[src/hdl/radio_scan_sequencer_core_assert.svh]
// Assertion macros for the radio scan sequencer core.
`ifndef RADIO_SCAN_SEQUENCER_CORE_ASSERT_SVH
`define RADIO_SCAN_SEQUENCER_CORE_ASSERT_SVH

// Check a property on every rising edge, held off while reset is asserted.
`define RSS_ASSERT(name, clock, rst_n, prop, msg) \
	name: assert property (@(posedge clock) disable iff (!rst_n) prop) else $error(msg);

// Check a property on every rising edge, reset included.
`define RSS_ASSERT_ALWAYS(name, clock, prop, msg) \
	name: assert property (@(posedge clock) prop) else $error(msg);

`endif

[src/hdl/rss_pkg.sv]
// Shared types and constants for the radio scan sequencer.
`default_nettype none
package rss_pkg;

	localparam logic [1:0]  SETTLE_LEN  = 2'd3;
	localparam logic [15:0] HOLDOFF_LEN = 16'd50;
	localparam logic [15:0] NO_CHAN     = 16'hFFFF;

	localparam logic [12:0] TPS_RESET   = 13'd10;
	localparam logic [15:0] TIMED_RESET = 16'd500;

	localparam logic [2:0] CFG_RESUME_KIND    = 3'd0;
	localparam logic [2:0] CFG_TICKS_PER_STEP = 3'd1;
	localparam logic [2:0] CFG_TIMED_RESUME   = 3'd2;
	localparam logic [2:0] CFG_RANGE_LOW      = 3'd3;
	localparam logic [2:0] CFG_RANGE_HIGH     = 3'd4;

	typedef enum logic [1:0] {
		FUNC_TICK      = 2'd0,
		FUNC_FREQ_SCAN = 2'd1,
		FUNC_CHAN_SCAN = 2'd2,
		FUNC_STOP      = 2'd3
	} func_t;

	typedef enum logic [1:0] {
		MODE_OFF  = 2'd0,
		MODE_FREQ = 2'd1,
		MODE_CHAN = 2'd2
	} mode_t;

	typedef enum logic [1:0] {
		RESUME_HOLDOFF = 2'd0,
		RESUME_TIMED   = 2'd1,
		RESUME_MANUAL  = 2'd2
	} resume_t;

	typedef enum logic [2:0] {
		ACT_NONE      = 3'd0,
		ACT_FULL_STEP = 3'd1,
		ACT_SET_FREQ  = 3'd2,
		ACT_LOAD_CHAN = 3'd3,
		ACT_STOPPED   = 3'd4
	} action_t;

	typedef struct packed {
		resume_t     resume_kind;
		logic [12:0] ticks_per_step;
		logic [15:0] timed_resume_ticks;
		logic [31:0] range_low_hz;
		logic [31:0] range_high_hz;
	} cfg_t;

	typedef struct packed {
		func_t       func;
		logic        squelch_open;
		logic [31:0] tuned_freq_hz;
		logic [31:0] tuning_step_hz;
		logic [15:0] next_scannable;
	} req_t;

	typedef struct packed {
		mode_t       mode;
		logic        paused;
		logic [15:0] interval_count;
		logic [1:0]  settle_count;
		logic [15:0] resume_count;
		logic [15:0] current_chan;
	} scan_state_t;

	typedef struct packed {
		action_t     action;
		logic [31:0] new_freq_hz;
		logic [15:0] channel;
		mode_t       scan_kind;
		logic        is_paused;
	} result_t;

endpackage
`default_nettype wire

[src/hdl/radio_scan_sequencer_core.sv]
// Top level of the radio scan sequencer: request register, state, result register.
//
//  channel  direction  handshake            payload
//  in       sink       in_valid/in_ready    func squelch_open tuned_freq_hz tuning_step_hz
//                                           next_scannable
//  out      source     out_valid/out_ready  action new_freq_hz channel scan_kind is_paused
//  cfg      sink       cfg_we               cfg_idx cfg_data
//
// One request per cycle while the result register is empty or being taken.
// The request register feeds one pass of step logic that updates the scan state and
// loads the result register in the same cycle.
// A stalled result holds the result register; one more request can wait behind it.
// Reset clears scan state and loads register defaults; no clearing pass.
`default_nettype none
module radio_scan_sequencer_core (
	input  logic        clk,
	input  logic        arst_n,
	input  logic        in_valid,
	output logic        in_ready,
	input  logic [1:0]  func,
	input  logic        squelch_open,
	input  logic [31:0] tuned_freq_hz,
	input  logic [31:0] tuning_step_hz,
	input  logic [15:0] next_scannable,
	output logic        out_valid,
	input  logic        out_ready,
	output logic [2:0]  action,
	output logic [31:0] new_freq_hz,
	output logic [15:0] channel,
	output logic [1:0]  scan_kind,
	output logic        is_paused,
	input  logic        cfg_we,
	input  logic [2:0]  cfg_idx,
	input  logic [31:0] cfg_data
);
	import rss_pkg::*;

	cfg_t        cfg_q;
	scan_state_t state_q;
	scan_state_t state_nxt;
	req_t        req_s1;
	logic        valid_s1;
	result_t     res_nxt;
	result_t     res_s2;
	logic        valid_s2;
	logic        take_s2;
	logic        adv_s1;

	assign take_s2  = !valid_s2 || out_ready;
	assign adv_s1   = valid_s1 && take_s2;
	assign in_ready = !valid_s1 || take_s2;

	always_ff @(posedge clk or negedge arst_n) begin
		if (!arst_n) begin
			cfg_q.resume_kind        <= RESUME_HOLDOFF;
			cfg_q.ticks_per_step     <= TPS_RESET;
			cfg_q.timed_resume_ticks <= TIMED_RESET;
			cfg_q.range_low_hz       <= 32'd0;
			cfg_q.range_high_hz      <= 32'd0;
		end else if (cfg_we) begin
			case (cfg_idx)
				CFG_RESUME_KIND:    cfg_q.resume_kind <= (cfg_data[1:0] == 2'd3) ?
					RESUME_MANUAL : resume_t'(cfg_data[1:0]);
				CFG_TICKS_PER_STEP: cfg_q.ticks_per_step     <= cfg_data[12:0];
				CFG_TIMED_RESUME:   cfg_q.timed_resume_ticks <= cfg_data[15:0];
				CFG_RANGE_LOW:      cfg_q.range_low_hz       <= cfg_data;
				CFG_RANGE_HIGH:     cfg_q.range_high_hz      <= cfg_data;
				default: ;
			endcase
		end
	end

	always_ff @(posedge clk) begin
		if (in_valid && in_ready) begin
			req_s1.func           <= func_t'(func);
			req_s1.squelch_open   <= squelch_open;
			req_s1.tuned_freq_hz  <= tuned_freq_hz;
			req_s1.tuning_step_hz <= tuning_step_hz;
			req_s1.next_scannable <= next_scannable;
		end
		if (adv_s1) begin
			res_s2 <= res_nxt;
		end
	end

	always_ff @(posedge clk or negedge arst_n) begin
		if (!arst_n) begin
			valid_s1 <= 1'b0;
			valid_s2 <= 1'b0;
			state_q  <= '0;
		end else begin
			if (in_valid && in_ready) begin
				valid_s1 <= 1'b1;
			end else if (take_s2) begin
				valid_s1 <= 1'b0;
			end
			if (take_s2) begin
				valid_s2 <= valid_s1;
			end
			if (adv_s1) begin
				state_q <= state_nxt;
			end
		end
	end

	rss_step u_step (
		.cur (state_q),
		.cfg (cfg_q),
		.req (req_s1),
		.nxt (state_nxt),
		.res (res_nxt)
	);

	assign out_valid   = valid_s2;
	assign action      = res_s2.action;
	assign new_freq_hz = res_s2.new_freq_hz;
	assign channel     = res_s2.channel;
	assign scan_kind   = res_s2.scan_kind;
	assign is_paused   = res_s2.is_paused;

`include "radio_scan_sequencer_core_assert.svh"

	`RSS_ASSERT(a_pause_needs_scan, clk, arst_n, state_q.paused |-> state_q.mode != MODE_OFF, "paused while scan is off")
	`RSS_ASSERT(a_stop_ends_scan, clk, arst_n, (valid_s2 && res_s2.action == ACT_STOPPED) |-> res_s2.scan_kind == MODE_OFF, "stopped result with scan still on")
	`RSS_ASSERT(a_freq_only_on_set, clk, arst_n, (valid_s2 && res_s2.action != ACT_SET_FREQ) |-> res_s2.new_freq_hz == 32'd0, "frequency given without set frequency")
	`RSS_ASSERT(a_s1_moves_on, clk, arst_n, (valid_s1 && !valid_s2) |=> valid_s2, "request not moved to empty result register")

endmodule
`default_nettype wire

[src/hdl/rss_step.sv]
// Next-state and result logic for one scan sequencer request.
`default_nettype none
module rss_step (
	input  rss_pkg::scan_state_t cur,
	input  rss_pkg::cfg_t        cfg,
	input  rss_pkg::req_t        req,
	output rss_pkg::scan_state_t nxt,
	output rss_pkg::result_t     res
);
	import rss_pkg::*;

	logic [15:0] limit;
	logic [15:0] interval_inc;
	logic [15:0] resume_dec;
	logic [32:0] freq_sum;
	logic        range_on;
	action_t     action;
	logic [31:0] freq;

	assign limit        = (cfg.ticks_per_step == 13'd0) ? 16'd1 : {3'b000, cfg.ticks_per_step};
	assign interval_inc = cur.interval_count + 16'd1;
	assign resume_dec   = (cur.resume_count != 16'd0) ? cur.resume_count - 16'd1 : 16'd0;
	assign freq_sum     = {1'b0, req.tuned_freq_hz} + {1'b0, req.tuning_step_hz};
	assign range_on     = (cfg.range_low_hz != 32'd0) && (cfg.range_high_hz != 32'd0);

	always_comb begin
		nxt    = cur;
		action = ACT_NONE;
		freq   = 32'd0;
		case (req.func)
			FUNC_TICK: begin
				if (cur.mode != MODE_OFF) begin
					if (cur.paused) begin
						case (cfg.resume_kind)
							RESUME_HOLDOFF: begin
								if (req.squelch_open) begin
									nxt.resume_count = HOLDOFF_LEN;
								end else begin
									nxt.resume_count = resume_dec;
									if (resume_dec == 16'd0) nxt.paused = 1'b0;
								end
							end
							RESUME_TIMED: begin
								nxt.resume_count = resume_dec;
								if (resume_dec == 16'd0) nxt.paused = 1'b0;
							end
							default: ;
						endcase
					end else if (cur.settle_count != 2'd0) begin
						nxt.settle_count = cur.settle_count - 2'd1;
						if (cur.settle_count == 2'd1 && req.squelch_open) begin
							nxt.paused       = 1'b1;
							nxt.resume_count = (cfg.resume_kind == RESUME_HOLDOFF) ?
								HOLDOFF_LEN : cfg.timed_resume_ticks;
						end
					end else if (interval_inc < limit) begin
						nxt.interval_count = interval_inc;
					end else begin
						nxt.interval_count = 16'd0;
						if (cur.mode == MODE_FREQ) begin
							nxt.settle_count = SETTLE_LEN;
							if (range_on) begin
								action = ACT_SET_FREQ;
								freq   = (freq_sum > {1'b0, cfg.range_high_hz}) ?
									cfg.range_low_hz : freq_sum[31:0];
							end else begin
								action = ACT_FULL_STEP;
							end
						end else if (req.next_scannable == NO_CHAN) begin
							nxt.mode         = MODE_OFF;
							nxt.paused       = 1'b0;
							nxt.settle_count = 2'd0;
							action           = ACT_STOPPED;
						end else begin
							nxt.current_chan = req.next_scannable;
							nxt.settle_count = SETTLE_LEN;
							action           = ACT_LOAD_CHAN;
						end
					end
				end
			end
			FUNC_FREQ_SCAN: begin
				nxt.mode           = MODE_FREQ;
				nxt.paused         = 1'b0;
				nxt.interval_count = 16'd0;
				nxt.settle_count   = 2'd0;
			end
			FUNC_CHAN_SCAN: begin
				nxt.mode           = MODE_CHAN;
				nxt.paused         = 1'b0;
				nxt.interval_count = 16'd0;
				nxt.settle_count   = 2'd0;
				nxt.current_chan   = req.next_scannable;
			end
			FUNC_STOP: begin
				nxt.mode           = MODE_OFF;
				nxt.paused         = 1'b0;
				nxt.interval_count = 16'd0;
				nxt.settle_count   = 2'd0;
			end
			default: ;
		endcase
	end

	always_comb begin
		res.action      = action;
		res.new_freq_hz = freq;
		res.channel     = (nxt.mode == MODE_CHAN) ? nxt.current_chan : NO_CHAN;
		res.scan_kind   = nxt.mode;
		res.is_paused   = nxt.paused;
	end

endmodule
`default_nettype wire

[config.mk]
export PLATFORM = sky130hd
export DESIGN_NAME = radio_scan_sequencer_core
export DESIGN_NICKNAME = d
export VERILOG_FILES = /design/src/hdl/rss_pkg.sv /design/src/hdl/radio_scan_sequencer_core.sv /design/src/hdl/rss_step.sv
export VERILOG_INCLUDE_DIRS = /design/src /design/src/hdl
export SDC_FILE = /design/constraint.sdc
export NUM_CORES = 1
export LEC_CHECK = 0
export ABC_AREA = 1
export BUFFER_PORTS_ARGS = -buffer_cell sky130_fd_sc_hd__clkbuf_2
export CAP_MARGIN = 20
export CORE_UTILIZATION = 61
export CTS_BUF_LIST = sky130_fd_sc_hd__clkbuf_4 sky130_fd_sc_hd__clkbuf_8
export DETAILED_ROUTE_END_ITERATION = 6
export HOLD_SLACK_MARGIN = 0.08
export PLACE_DENSITY = 0.94
export SLEW_MARGIN = 15
export SYNTH_ARGS = -nofsm -noshare
export SYNTH_HDL_FRONTEND = slang
export SYNTH_SLANG_ARGS = --single-unit
[constraint.sdc]
create_clock -name clk -period 4.5 [get_ports clk]
set_clock_uncertainty 0.15 [all_clocks]
set_input_delay 0.225 -clock clk [delete_from_list [all_inputs] [get_ports clk]]
set_output_delay 0.225 -clock clk [all_outputs]
set_load 0.1 [all_outputs]
==> metrics.txt <==
FF+latch count, synth=287; Mapped Avg Cell Area=8.647 sq um; average wire per cell in the routed design=19.04 um; die outline area=26390 sq um; via density per instance=6.042; number of synthesized flops with an enable pin=137; number of rows created at floorplan=58; slew of the pin with the lowest slew margin=1090 ps; DRC violation count after routing=4; post-DP HPWL=28.80 mm; peak per-stage delay on the critical path=390 ps; number of max-cap violations=0; Unique masters post-synth=58; clock insertion delay at the later pin of the skew report=600 ps; failing checks=DRC; status=complete, but fails checks; number of warnings printed during yosys synthesis=0; DRT iter0 DRCs=1772; Clock Path Buffers=3; power per standard cell area=453.6 nW/um^2; number of global-route vias before repair=14840; global-route wire length before repair=72.49 mm; pin count of the biggest net entering global routing=84; clock transition at the registers of the reported paths=70 ps; final cycle utilization of the critical path=99.70%; Tmin final=4487 ps; maximum resistive drop on vdd=0.0003190 V; Syn Std Cell Area=15700 sq um; critical path peak fanout=42; CTS Root Buffer Type=sky130_fd_sc_hd__clkbuf_8; TritonCTS clock tree=built; reg2reg setup slack=10 ps; sequential-to-total area share from yosys stat=50.16%; worst-case reg-to-reg path depth=19; die height=162.5 um; Die Width=162.5 um; data arrival time at the worst-slack endpoint=4670 ps; routed vias=15140; startpoint class of the critical path=flop; instance count of the mapped netlist=1816; gpl congestion=1.020; cell with the largest stage delay on the worst path=sky130_fd_sc_hd__edfxtp_1; gr usage total=34.85%; CORE AREA=25180 sq um; critical path start-end classification=reg2reg; final hold violation count=0; relative slew slack=26.63%; count of non-filler cells in the finished layout=2506; sum of overflow across all layers after global routing=0; Final Cell Area=19390 sq um; most instantiated flip-flop cell in the synthesis netlist=sky130_fd_sc_hd__dfrtp_1; hold path cells=2; I/O pin cnt=179; number of buffer and inverter stages on the critical path=3; cell count after placement=2285; synthesized net count=2018; number of diodes added for antenna fixing=0; post-detailed-routing wire length=47.72 mm; area of placed instances=16910 sq um; category of the worst setup path capture point=flop; total negative slack for setup checks=0 ps; number of optimization iterations in the first detailed-route pass=7; Core Util, Final=77.01%; starting density of the core=62.36%; Area growth, synth to finish=23.49%; critical path required time=4680 ps; number of antenna violations at the first check in global routing=0; share of async-settable or async-resettable flops after synthesis=52.26%; crit path cell chain=ha_1, nand2_1, nand3_1, a21oi_2, inv_1, nand2_1, nand3_2, a21oi_2, o21bai_1, a21oi_2, xor2_1, inv_1, ha_1, nand4_1, nor4_1, nand4_1, buf_6, a21oi_1, nor2_1; FMAX=0.2229 GHz; setup violators final=0; number of buffers added by the clock tree synthesis step=47; TritonCTS sink count=287; Filler Cell Count=1579; H-tree depth=2; LEAKAGE=9.125 nW; IO buf count=178; Final ANT Viol Nets=0; Slew Viols, Final=0; top cell family by delay on the critical path=simple AND/OR/NAND/NOR gates; most common cell type on the critical path=sky130_fd_sc_hd__a21oi_2; total number of cells along the worst setup path=19; worst hold path type=in2reg; share of layout cells above drive strength 1=15.49%; post-layout net count=2340
-- cells in the mapped netlist, types with 4 or more instances --
cell type | n | share of area, %
sky130_fd_sc_hd__a211oi_1 | 4 | 0.19
sky130_fd_sc_hd__xor2_1 | 40 | 2.2
sky130_fd_sc_hd__nand3b_1 | 24 | 1.1
sky130_fd_sc_hd__a31oi_1 | 16 | 0.64
sky130_fd_sc_hd__nor2_1 | 161 | 3.8
sky130_fd_sc_hd__o21ai_0 | 153 | 4.9
sky130_fd_sc_hd__a21o_1 | 9 | 0.43
sky130_fd_sc_hd__clkbuf_1 | 41 | 0.98
sky130_fd_sc_hd__nor4_1 | 21 | 0.84
sky130_fd_sc_hd__nand4_1 | 43 | 1.7
sky130_fd_sc_hd__o22ai_1 | 10 | 0.40
sky130_fd_sc_hd__o221ai_1 | 9 | 0.50
sky130_fd_sc_hd__dfstp_2 | 8 | 1.3
sky130_fd_sc_hd__a32o_1 | 4 | 0.25
sky130_fd_sc_hd__edfxtp_1 | 137 | 26
sky130_fd_sc_hd__ha_1 | 78 | 6.2
sky130_fd_sc_hd__xnor2_1 | 9 | 0.50
sky130_fd_sc_hd__dfrtp_1 | 142 | 23
sky130_fd_sc_hd__inv_2 | 5 | 0.12
sky130_fd_sc_hd__buf_6 | 5 | 0.36
sky130_fd_sc_hd__nor3_1 | 12 | 0.38
sky130_fd_sc_hd__o21bai_1 | 6 | 0.29
sky130_fd_sc_hd__nand3_1 | 88 | 2.8
sky130_fd_sc_hd__nand2_1 | 424 | 10
sky130_fd_sc_hd__buf_2 | 10 | 0.32
sky130_fd_sc_hd__inv_1 | 227 | 5.4
sky130_fd_sc_hd__a21oi_1 | 83 | 2.6
-- logic make-up (layout without fill, tap and decap cells) --
logic type	Yosys count	in the layout	synth area share [%]
XOR/XNOR	49	49	2.733
AND/OR/NAND/NOR	798	798	22.28
adder cells (fa/ha/maj)	79	79	6.342
buffers and inverters	292	652	7.322
multiplexers	1	1	0.06374
flip-flops	287	287	50.16
AO/OA/AOI/OAI	310	310	11.10
-- metal layers --
| metal | GRT usage [%] | vias up | share of wire (%) |
|---|---|---|---|
| met5 | 0 | - | 0 |
| met4 | 21.70 | 0 | 6.8 |
| met3 | 5.500 | 277 | 9.2 |
| met2 | 58.06 | 1130 | 48 |
| met1 | 42.55 | 6980 | 36 |
| li1 | - | 6754 | - |
-- what timing repair did --
action,CTS,global route
hold buffers,126,0
setup buffers,0,4
setup endpoints to repair,0,32
endpoints found under the hold margin,267,0
gates resized for setup,0,21
-- sequential cells by signal, summed over array words and instances (netlist names) --
name,flops
action,3
cfg_q,95
channel,16
is_paused,1
new_freq_hz,32
out_valid,1
req_s1,83
scan_kind,2
state_q,53
valid_s1,1
-- layout make-up --
cell class | instances | area (sq um) | area share (%)
flip-flops and latches | 287 | 7878 | 40.62
multi-input cells | 1237 | 6760 | 34.86
repair buffers | 330 | 2452 | 12.65
inverters | 235 | 883.3 | 4.555
clock buffers | 61 | 783.3 | 4.039
well taps | 330 | 412.9 | 2.129
clock inverters | 26 | 222.7 | 1.148
-- layout by cell type (no fill, tap or decap), types with 10 or more instances in the layout --
master | netlist | routed
sky130_fd_sc_hd__nand4_1 | 43 | 43
sky130_fd_sc_hd__nor2_1 | 161 | 159
sky130_fd_sc_hd__nor3_1 | 12 | 11
sky130_fd_sc_hd__buf_4 | 1 | 19
sky130_fd_sc_hd__nand3b_1 | 24 | 24
sky130_fd_sc_hd__ha_1 | 78 | 78
sky130_fd_sc_hd__a21oi_1 | 83 | 78
sky130_fd_sc_hd__o21ai_0 | 153 | 151
sky130_fd_sc_hd__inv_1 | 227 | 226
sky130_fd_sc_hd__dlygate4sd3_1 | 0 | 125
sky130_fd_sc_hd__nor4_1 | 21 | 20
sky130_fd_sc_hd__a31oi_1 | 16 | 16
sky130_fd_sc_hd__nand2_1 | 424 | 423
sky130_fd_sc_hd__o22ai_1 | 10 | 10
sky130_fd_sc_hd__xor2_1 | 40 | 39
sky130_fd_sc_hd__clkbuf_2 | 0 | 177
sky130_fd_sc_hd__nand3_1 | 88 | 85
sky130_fd_sc_hd__clkbuf_8 | 0 | 52
sky130_fd_sc_hd__clkinv_2 | 0 | 15
sky130_fd_sc_hd__edfxtp_1 | 137 | 137
sky130_fd_sc_hd__dfrtp_1 | 142 | 142
-- worst reg2reg max path: stages (launching register included) --
cell and delay (ps):
sky130_fd_sc_hd__edfxtp_1 390, sky130_fd_sc_hd__ha_1 350, sky130_fd_sc_hd__nand2_1 100, sky130_fd_sc_hd__nand3_1 170, sky130_fd_sc_hd__a21oi_2 230, sky130_fd_sc_hd__inv_1 60, sky130_fd_sc_hd__nand2_1 110, sky130_fd_sc_hd__nand3_2 130
sky130_fd_sc_hd__a21oi_2 240, sky130_fd_sc_hd__o21bai_1 130, sky130_fd_sc_hd__a21oi_2 170, sky130_fd_sc_hd__xor2_1 280, sky130_fd_sc_hd__inv_1 100, sky130_fd_sc_hd__ha_1 320, sky130_fd_sc_hd__nand4_1 130, sky130_fd_sc_hd__nor4_1 280
sky130_fd_sc_hd__nand4_1 280, sky130_fd_sc_hd__buf_6 300, sky130_fd_sc_hd__a21oi_1 260, sky130_fd_sc_hd__nor2_1 90
-- power by group --
| group | switching [mW] | internal [mW] |
|---|---|---|
| registers | 0.293 | 3.17 |
| logic | 1.95 | 0.894 |
| clock network | 1.16 | 1.33 |
-- metrics by stage --
| step | setup WS (ps) | hold slack, ps | power [mW] |
|---|---|---|---|
| 2_1_floorplan | 385.4 | -220.6 | 5.309 |
| 3_3_place_gp | 208.2 | 48.96 | 5.837 |
| 3_5_place_dp | 25.29 | 49.85 | 5.969 |
| 4_1_cts | 31.06 | 184.7 | 8.481 |
| 5_1_grt | -151.5 | 203.8 | 9.158 |
| 6_report | 13.37 | 208.5 | 8.797 |
-- path summary, 6_finish.rpt --
| check | startpoint | end |
|---|---|---|
| max | req_s1[50] | new_freq_hz[14] |
| min | tuned_freq_hz[4] | req_s1[52] |
| max reg2reg | req_s1[50] | new_freq_hz[14] |
| min reg2reg | state_q[15] | state_q[15] |
| max in group asynchronous | arst_n | cfg_q[55] |
| min in group asynchronous | arst_n | cfg_q[71] |
(Power assumes the default switching activity.)
